### src/hw/rtl/sapq_pkg.sv
// shared types, constants and controller/datapath interface of the priority queue
package sapq_pkg;

  localparam int unsigned DATA_W    = 32;
  localparam int unsigned CNT_W     = 7;
  localparam int unsigned DEPTH_DEF = 64;
  localparam int unsigned CAP_MAX   = 127;
  localparam logic [CNT_W-1:0] CAP_RESET = 7'd64;

  // result status codes
  localparam logic [1:0] ST_DONE  = 2'd0;
  localparam logic [1:0] ST_FULL  = 2'd1;
  localparam logic [1:0] ST_EMPTY = 2'd2;

  // operation codes
  localparam logic OP_ENQ = 1'b0;
  localparam logic OP_DEQ = 1'b1;

  typedef struct packed {
    logic                     opcode;
    logic signed [DATA_W-1:0] item_value;
    logic signed [DATA_W-1:0] item_priority;
  } in_item_t;

  typedef struct packed {
    logic [1:0]               status;
    logic signed [DATA_W-1:0] out_value;
    logic signed [DATA_W-1:0] out_priority;
    logic [CNT_W-1:0]         entry_count;
  } out_item_t;

  // which logical slot the memory read fetches
  typedef enum logic [1:0] {
    RD_HEAD  = 2'd0,
    RD_PREV  = 2'd1,
    RD_PREV2 = 2'd2
  } rd_sel_e;

  typedef struct packed {
    logic       load;
    logic       cfg_we;
    logic       rd_en;
    rd_sel_e    rd_sel;
    logic       wr_new;
    logic       wr_shift;
    logic       count_inc;
    logic       pop;
    logic       res_set;
    logic [1:0] res_status;
    logic       out_load;
  } dp_cmd_t;

  typedef struct packed {
    logic is_deq;
    logic full;
    logic empty;
    logic pos_zero;
    logic pos_one;
    logic new_le;
  } dp_sts_t;

endpackage

### src/hw/rtl/sapq_ram.sv
// generic single write port, single read port ram with registered read data
module sapq_ram #(
  parameter int unsigned WIDTH = 64,
  parameter int unsigned DEPTH = 64
) (
  input  logic                     clk_i,
  input  logic                     we_i,
  input  logic [$clog2(DEPTH)-1:0] waddr_i,
  input  logic [WIDTH-1:0]         wdata_i,
  input  logic                     re_i,
  input  logic [$clog2(DEPTH)-1:0] raddr_i,
  output logic [WIDTH-1:0]         rdata_o
);

  logic [WIDTH-1:0] mem_q [DEPTH];
  logic [WIDTH-1:0] rdata_q;

  always_ff @(posedge clk_i) begin
    if (we_i) begin
      mem_q[waddr_i] <= wdata_i;
    end
    if (re_i) begin
      rdata_q <= mem_q[raddr_i];
    end
  end

  assign rdata_o = rdata_q;

endmodule

### src/hw/rtl/sapq_ctrl.sv
// controller state machine of the priority queue
module sapq_ctrl (
  input  logic              clk_i,
  input  logic              rst_ni,
  input  logic              in_valid_i,
  output logic              in_stall_o,
  output logic              out_valid_o,
  input  logic              out_stall_i,
  input  logic              cfg_valid_i,
  output logic              cfg_ready_o,
  input  sapq_pkg::dp_sts_t sts_i,
  output sapq_pkg::dp_cmd_t cmd_o
);
  import sapq_pkg::*;

  typedef enum logic [5:0] {
    S_IDLE  = 6'b000001,
    S_START = 6'b000010,
    S_CMP   = 6'b000100,
    S_PUT   = 6'b001000,
    S_DEQ   = 6'b010000,
    S_DONE  = 6'b100000
  } ctrl_state_e;

  ctrl_state_e state_q, state_d;
  logic        out_valid_q, out_valid_d;
  logic        idle;
  dp_cmd_t     cmd;

  assign idle = (state_q == S_IDLE);

  always_comb begin
    cmd         = '0;
    cmd.rd_sel  = RD_HEAD;
    cmd.cfg_we  = cfg_valid_i && idle;
    state_d     = state_q;
    unique case (state_q)
      S_IDLE: begin
        if (in_valid_i) begin
          cmd.load = 1'b1;
          state_d  = S_START;
        end
      end
      S_START: begin
        if (sts_i.is_deq) begin
          if (sts_i.empty) begin
            cmd.res_set    = 1'b1;
            cmd.res_status = ST_EMPTY;
            state_d        = S_DONE;
          end else begin
            cmd.rd_en  = 1'b1;
            cmd.rd_sel = RD_HEAD;
            state_d    = S_DEQ;
          end
        end else if (sts_i.full) begin
          cmd.res_set    = 1'b1;
          cmd.res_status = ST_FULL;
          state_d        = S_DONE;
        end else if (sts_i.pos_zero) begin
          cmd.wr_new    = 1'b1;
          cmd.count_inc = 1'b1;
          state_d       = S_DONE;
        end else begin
          cmd.rd_en  = 1'b1;
          cmd.rd_sel = RD_PREV;
          state_d    = S_CMP;
        end
      end
      S_CMP: begin
        if (sts_i.new_le) begin
          cmd.wr_new    = 1'b1;
          cmd.count_inc = 1'b1;
          state_d       = S_DONE;
        end else begin
          // move the larger entry up one slot, fetch the next one down if any is left
          cmd.wr_shift = 1'b1;
          if (sts_i.pos_one) begin
            state_d = S_PUT;
          end else begin
            cmd.rd_en  = 1'b1;
            cmd.rd_sel = RD_PREV2;
          end
        end
      end
      S_PUT: begin
        cmd.wr_new    = 1'b1;
        cmd.count_inc = 1'b1;
        state_d       = S_DONE;
      end
      S_DEQ: begin
        cmd.pop = 1'b1;
        state_d = S_DONE;
      end
      S_DONE: begin
        if (!out_valid_q || !out_stall_i) begin
          cmd.out_load = 1'b1;
          state_d      = S_IDLE;
        end
      end
      default: begin
        state_d = S_IDLE;
      end
    endcase
  end

  always_comb begin
    out_valid_d = out_valid_q;
    if (cmd.out_load) begin
      out_valid_d = 1'b1;
    end else if (out_valid_q && !out_stall_i) begin
      out_valid_d = 1'b0;
    end
  end

  always_ff @(posedge clk_i or negedge rst_ni) begin
    if (!rst_ni) begin
      state_q     <= S_IDLE;
      out_valid_q <= 1'b0;
    end else begin
      state_q     <= state_d;
      out_valid_q <= out_valid_d;
    end
  end

  assign in_stall_o  = !idle;
  assign cfg_ready_o = idle;
  assign out_valid_o = out_valid_q;
  assign cmd_o       = cmd;

endmodule

### src/hw/rtl/sapq_dp.sv
// datapath of the priority queue: entry ring, counters, result and output registers
module sapq_dp #(
  parameter int unsigned DEPTH = sapq_pkg::DEPTH_DEF
) (
  input  logic                         clk_i,
  input  logic                         rst_ni,
  input  sapq_pkg::in_item_t           in_data_i,
  input  logic [sapq_pkg::CNT_W-1:0]   cfg_data_i,
  input  sapq_pkg::dp_cmd_t            cmd_i,
  output sapq_pkg::dp_sts_t            sts_o,
  output sapq_pkg::out_item_t          out_data_o
);
  import sapq_pkg::*;

  localparam int unsigned AW        = $clog2(DEPTH);
  localparam int unsigned SW        = ((AW > CNT_W) ? AW : CNT_W) + 1;
  localparam int unsigned EW        = 2 * DATA_W;
  localparam int unsigned DEPTH_SAT = (DEPTH > CAP_MAX) ? CAP_MAX : DEPTH;
  localparam logic [CNT_W-1:0] DEPTH_LIM = CNT_W'(DEPTH_SAT);
  localparam logic [SW-1:0]    DEPTH_S   = SW'(DEPTH);
  localparam logic [AW-1:0]    LAST_A    = AW'(DEPTH - 1);

  // logical slot to ring address, sum stays below twice the depth
  function automatic logic [AW-1:0] ring_addr(input logic [AW-1:0]    base,
                                              input logic [CNT_W-1:0] idx);
    logic [SW-1:0] sum;
    sum = SW'(base) + SW'(idx);
    if (sum >= DEPTH_S) begin
      sum = sum - DEPTH_S;
    end
    return sum[AW-1:0];
  endfunction

  logic [CNT_W-1:0]         cap_q, cap_d;
  logic [CNT_W-1:0]         count_q, count_d;
  logic [AW-1:0]            head_q, head_d;
  logic [CNT_W-1:0]         pos_q, pos_d;
  in_item_t                 item_q, item_d;
  logic [1:0]               res_status_q, res_status_d;
  logic signed [DATA_W-1:0] res_val_q, res_val_d;
  logic signed [DATA_W-1:0] res_pri_q, res_pri_d;
  out_item_t                out_q, out_d;

  logic [CNT_W-1:0]         limit;
  logic [CNT_W-1:0]         rd_idx;
  logic [EW-1:0]            rd_word;
  logic signed [DATA_W-1:0] rd_pri;
  logic signed [DATA_W-1:0] rd_val;
  logic [EW-1:0]            wr_word;
  logic                     wr_en;

  assign limit  = (cap_q > DEPTH_LIM) ? DEPTH_LIM : cap_q;
  assign rd_pri = rd_word[EW-1:DATA_W];
  assign rd_val = rd_word[DATA_W-1:0];

  always_comb begin
    unique case (cmd_i.rd_sel)
      RD_HEAD:  rd_idx = '0;
      RD_PREV:  rd_idx = pos_q - CNT_W'(1);
      RD_PREV2: rd_idx = pos_q - CNT_W'(2);
      default:  rd_idx = '0;
    endcase
  end

  assign wr_en   = cmd_i.wr_new || cmd_i.wr_shift;
  assign wr_word = cmd_i.wr_shift ? rd_word : {item_q.item_priority, item_q.item_value};

  sapq_ram #(
    .WIDTH (EW),
    .DEPTH (DEPTH)
  ) u_ram (
    .clk_i   (clk_i),
    .we_i    (wr_en),
    .waddr_i (ring_addr(head_q, pos_q)),
    .wdata_i (wr_word),
    .re_i    (cmd_i.rd_en),
    .raddr_i (ring_addr(head_q, rd_idx)),
    .rdata_o (rd_word)
  );

  always_comb begin
    cap_d        = cmd_i.cfg_we ? cfg_data_i : cap_q;
    count_d      = count_q;
    head_d       = head_q;
    pos_d        = pos_q;
    item_d       = item_q;
    res_status_d = res_status_q;
    res_val_d    = res_val_q;
    res_pri_d    = res_pri_q;
    out_d        = out_q;

    if (cmd_i.load) begin
      item_d       = in_data_i;
      pos_d        = count_q;
      res_status_d = ST_DONE;
      res_val_d    = '0;
      res_pri_d    = '0;
    end
    if (cmd_i.wr_shift) begin
      pos_d = pos_q - CNT_W'(1);
    end
    if (cmd_i.count_inc) begin
      count_d = count_q + CNT_W'(1);
    end
    if (cmd_i.pop) begin
      count_d   = count_q - CNT_W'(1);
      head_d    = (head_q == LAST_A) ? '0 : head_q + AW'(1);
      res_val_d = rd_val;
      res_pri_d = rd_pri;
    end
    if (cmd_i.res_set) begin
      res_status_d = cmd_i.res_status;
    end
    if (cmd_i.out_load) begin
      out_d.status       = res_status_q;
      out_d.out_value    = res_val_q;
      out_d.out_priority = res_pri_q;
      out_d.entry_count  = count_q;
    end
  end

  always_ff @(posedge clk_i or negedge rst_ni) begin
    if (!rst_ni) begin
      cap_q   <= CAP_RESET;
      count_q <= '0;
      head_q  <= '0;
    end else begin
      cap_q   <= cap_d;
      count_q <= count_d;
      head_q  <= head_d;
    end
  end

  always_ff @(posedge clk_i) begin
    pos_q        <= pos_d;
    item_q       <= item_d;
    res_status_q <= res_status_d;
    res_val_q    <= res_val_d;
    res_pri_q    <= res_pri_d;
    out_q        <= out_d;
  end

  assign sts_o.is_deq   = (item_q.opcode == OP_DEQ);
  assign sts_o.full     = (count_q >= limit);
  assign sts_o.empty    = (count_q == '0);
  assign sts_o.pos_zero = (pos_q == '0);
  assign sts_o.pos_one  = (pos_q == CNT_W'(1));
  assign sts_o.new_le   = (rd_pri <= item_q.item_priority);

  assign out_data_o = out_q;

endmodule

### src/hw/rtl/sorted_array_priority_queue_top.sv
// top level of the sorted array priority queue
//
// usage:
// - input channel (in_valid_i / in_stall_o / in_data_i) takes one word per
//   operation: enqueue of a value and priority, or dequeue of the head entry
// - output channel (out_valid_o / out_stall_i / out_data_o) returns one word
//   per operation: status, removed value and priority, entries held after it
// - capacity register is written through cfg_valid_i / cfg_ready_o /
//   cfg_data_i while no operation is in flight
// - entries live in a ring in one ram; the head pointer makes a dequeue a
//   single read, an enqueue walks down from the tail one entry per cycle
// - a refused operation or an enqueue into an empty queue goes from start
//   straight to done, a dequeue reads the head first, and an enqueue that
//   moves entries up walks them on the single ram write port first; the next
//   word is accepted in the cycle after the result is loaded
// - reset empties the queue and sets capacity to 64; ram contents are not
//   cleared, only entries below the count are ever read
// - a result sits in the output register while out_stall_i is high; the next
//   word is already accepted and worked on, and finishes once the register frees
module sorted_array_priority_queue_top #(
  parameter int unsigned DEPTH = sapq_pkg::DEPTH_DEF
) (
  input  logic                       clk_i,
  input  logic                       rst_ni,
  input  logic                       in_valid_i,
  output logic                       in_stall_o,
  input  sapq_pkg::in_item_t         in_data_i,
  output logic                       out_valid_o,
  input  logic                       out_stall_i,
  output sapq_pkg::out_item_t        out_data_o,
  input  logic                       cfg_valid_i,
  output logic                       cfg_ready_o,
  input  logic [sapq_pkg::CNT_W-1:0] cfg_data_i
);
  import sapq_pkg::*;

  dp_cmd_t cmd;
  dp_sts_t sts;

  sapq_ctrl u_ctrl (
    .clk_i       (clk_i),
    .rst_ni      (rst_ni),
    .in_valid_i  (in_valid_i),
    .in_stall_o  (in_stall_o),
    .out_valid_o (out_valid_o),
    .out_stall_i (out_stall_i),
    .cfg_valid_i (cfg_valid_i),
    .cfg_ready_o (cfg_ready_o),
    .sts_i       (sts),
    .cmd_o       (cmd)
  );

  sapq_dp #(
    .DEPTH (DEPTH)
  ) u_dp (
    .clk_i      (clk_i),
    .rst_ni     (rst_ni),
    .in_data_i  (in_data_i),
    .cfg_data_i (cfg_data_i),
    .cmd_i      (cmd),
    .sts_o      (sts),
    .out_data_o (out_data_o)
  );

endmodule

### config.mk
export PLATFORM = sky130hd
export DESIGN_NAME = sorted_array_priority_queue_top
export DESIGN_NICKNAME = d
export VERILOG_FILES = /design/src/hw/rtl/sapq_pkg.sv /design/src/hw/rtl/sapq_ram.sv /design/src/hw/rtl/sapq_ctrl.sv /design/src/hw/rtl/sapq_dp.sv /design/src/hw/rtl/sorted_array_priority_queue_top.sv
export SDC_FILE = /design/constraint.sdc
export NUM_CORES = 2
export LEC_CHECK = 0
export BUFFER_PORTS_ARGS = -buffer_cell sky130_fd_sc_hd__buf_2
export CELL_PAD_IN_SITES_DETAIL_PLACEMENT = 2
export CELL_PAD_IN_SITES_GLOBAL_PLACEMENT = 2
export CORE_MARGIN = 2
export CORE_UTILIZATION = 26
export DETAILED_ROUTE_END_ITERATION = 12
export HOLD_SLACK_MARGIN = 0.15
export PLACE_DENSITY_LB_ADDON = 0.15
export SLEW_MARGIN = 30
export SYNTH_ARGS = -nofsm -noshare
export SYNTH_HDL_FRONTEND = slang
export SYNTH_HIERARCHICAL = 1
export SYNTH_SLANG_ARGS = --single-unit
### constraint.sdc
create_clock -name clk_i -period 10.65 [get_ports clk_i]
set_clock_uncertainty 0.05 [all_clocks]
set_input_delay 0 -clock clk_i [delete_from_list [all_inputs] [get_ports clk_i]]
set_output_delay 0 -clock clk_i [all_outputs]
set_load 0.01 [all_outputs]
==> reports/results.ini <==
[run_status]
run_status=finished clean

[floorplan]
die_y_um=807
num_rows=294
io_pins=153
core_area_sq_um=642000
fp.dieW_um=807
die_area_sq_um=651000
start_util_pct=26.1

[drt]
wl_per_cell_um=36.0
drt_iter0_drc=8286
postRouteAntennaNets=0
drt_first_pass_iters=7
drc=0
vias=84000
avgViaCountPerCell=4.90
finalWirelength_um=617000

[sta]
tightest_slew_ps=1060
fin_crit_sh_pct=91.6
hold_viol_final=0
setup_viol=0
drv_slew=0
clock.fmax_mhz=102
fin_tns_setup_ps=0
slew-limit-headroom_pct=29.0
rsz0062_at_grt=no
period_minus_slack_ps=9760

[clock_network]
clockBufferDepth=4
cts_num_sinks=4398
cts_resized=0
htree_levels=5
clockRootBuffer=clkbuf_16
numCtsBuffers=477
cts_tree=yes
clk-insertion-delay-late_ps=1080
clkTransAtPathRegs_ps=60

[layout]
drive_above_1_share_pct=28.1
layout_commonest_cell=edfxtp_1
fin_cells=17200
mostFrequentLayoutCells=edfxtp_1, mux4_2, clkbuf_16
finish.net_count=8298
syn_to_final_growth_pct=19.1

[power]
leakage_nw=59.9
swShare_pct=26.3
pwr-share-comb_pct=16.5
pwr-share-seq_pct=46.3
vdd_drop_max_v=0.000157
p_switching_mw=11.8
intPower_mw=33.2
power_density_nw_per_um2=225
clkPwrFrac_pct=37.2

[global_routing]
grtUsageMet2_pct=32.0
grt_pass1_wl_um=831000
grt_antenna_before_repair=59
gr-usage-all-layers_pct=18.6
first_global_vias=91000
grt_max_degree=100
use_met3_pct=1.92
top_usage_layer=met2
grt_overflow=0
grt_use_met1_pct=25.6

[place]
io_buffer_count=152
place_inst=16100
routabilityCongestion=0.735
dp_hpwl_um=343000

[critical_path]
worstRegToRegCells=22
critPathMaxFanout=22
r2r_setup_slack_ps=890
required_ps=11310
r2r-start=u_dp/u_ram/rdata_o[46]$_DFFE_PP_
crit_end=u_dp/u_ram/rdata_o[59]$_DFFE_PP_
arrival_ps=10420
end_kind=register
crit_start=u_dp/u_ram/rdata_o[46]$_DFFE_PP_
r2r-end=u_dp/u_ram/rdata_o[59]$_DFFE_PP_
crit_path_start_kind=register
path_class=reg2reg

[yosys]
synth_warnings=6
synth-async-reset-ratio_pct=0.614
ys_ff_latch=4398
avgSynthCellArea_sq_um=22.7
synth_edf_count=4371
synthesis.area_sq_um=168000
yosysUniqueCellTypes=66
synth_nets=7524
ys.flop_type=edfxtp_1
yosysTopAreaCellShare_pct=78.3
syn_inst=7382
ys_seq_area_share_pct=78.7
synth_largest_area_cell=edfxtp_1
synthTopCellsByArea=edfxtp_1, mux4_2, mux2i_1

[job]
cap_viol_max_count=0

[min_path]
hp-class=in2reg

synth_stat cells (all sizes together) (13+ instances only):
master   instances
dfrtp           25
xnor2           13
o22ai           83
nand2b          16
or2             34
or3             30
a22oi          168
inv             71
a41oi           26
ha              62
a21oi           32
and2            72
mux2            42
clkbuf         163
and3            65
edfxtp        4371
mux2i          136
o21ai           51
a2bb2oi         20
nand2          123
mux4          1024
a31oi           19
buf            234
nor2           135
a21o            15
nor2b           32
o221ai          38
nand3           57
a22o            88
a211oi          66
cell families (layout without fill, tap and decap cells):
logic type	after synthesis	count (layout)	synth area share, %
muxes	1202	1202	14.8
buffers and inverters	468	1649	1.29
DFF	4398	4398	78.7
and+or+nand+nor	602	602	1.84
AOI/OAI and AO/OA	624	624	2.73
adders and majority gates	65	65	0.498
xor gates and xnor gates	23	23	0.120
other	0	9	0
power groups by stage:
stage,combinational (mW),clock [mW],sequential [mW]
2_1_floorplan,4.82,0,21.2
3_3_place_gp,7.33,0,21.2
5_1_grt,8.05,17.8,20.9
3_5_place_dp,7.55,0,21.2
6_report,7.43,16.7,20.9
4_1_cts,7.64,17.2,20.9
metal layers:
metal,vias to the layer above,part of all wire (%)
li1,33000,-
met1,48100,44
met2,2234,50
met3,653,4.3
met4,0,2.2
met5,-,0
worst min path at each step:
stage	from	to	slack (ps)	cells past startpoint
final	in_data_i[63]	u_dp/item_q[63]$_DFFE_PP_	260	3
after global routing	in_data_i[63]	u_dp/item_q[63]$_DFFE_PP_	240	3
after CTS	in_data_i[22]	u_dp/item_q[22]$_DFFE_PP_	160	3
after detailed placement	rst_ni	u_dp/cap_q[2]$_DFFE_PN0P_	80	1
after global placement	rst_ni	u_dp/cap_q[2]$_DFFE_PN0P_	60	1
after floorplan	rst_ni	u_ctrl/out_valid_o$_DFFE_PN0P_	-350	0
repair_timing:
item / CTS / global route
hold endpoints to repair: 235 / 0
buffers inserted: 0 / 0
hold buffers: 198 / 0
flip-flops by register name (all words and copies together) (netlist names):
signal / count
u_ctrl/out_valid_o: 1
u_ctrl/state_q: 6
u_dp/pos_q: 7
u_dp/res_pri_q: 32
u_dp/out_data_o: 73
u_dp/u_ram/mem_q: 4096
u_dp/res_val_q: 32
u_dp/sts_o: 1
u_dp/item_q: 64
u_dp/u_ram/rdata_o: 64
u_dp/res_status_q: 2
u_dp/count_q: 7
u_dp/head_q: 6
u_dp/cap_q: 7
through the flow:
step                      setup slack, ps  instance area [sq um]  power (mW)  hold WS [ps]  utilization, %
after global placement                640                 182000        28.6          61.8            28.3
after global routing                  746                 200000        46.7           239            31.1
after CTS                            1110                 200000        45.7           158            31.1
after floorplan                      2590                 168000        26.0          -346               -
after detailed placement             1160                 182000        28.8          76.3            28.4
final                                 894                 200000        45.0           263            31.1
final cells by class:
cell class / instances / area, sq um
Antenna cell: 9 / 22.5
Clock buffer: 590 / 12500
Clock inverter: 296 / 3000
Fill cell: 63100 / 442000
Inverter: 71 / 267
Multi-Input combinational cell: 2516 / 34700
Sequential cell: 4398 / 132000
Tap cell: 8584 / 10700
Timing Repair Buffer: 692 / 6560
worst max-delay path, cell delays in order (launching register included):
cell       delay [ps]
edfxtp_1          590
ha_1              430
nand4_1           410
nor3_2            730
a21boi_1          630
o41ai_2           160
o2111ai_1         150
mux2_1            540
nor4_1            830
inv_1             120
ha_1              310
mux2_2            320
ha_4              170
fa_4              960
buf_12            240
buf_12            220
buf_12            220
buf_4             400
mux4_2            280
mux2i_1           100
o22ai_1           400
a41oi_1           170
a211oi_1          840
(Power assumes the default switching activity.)
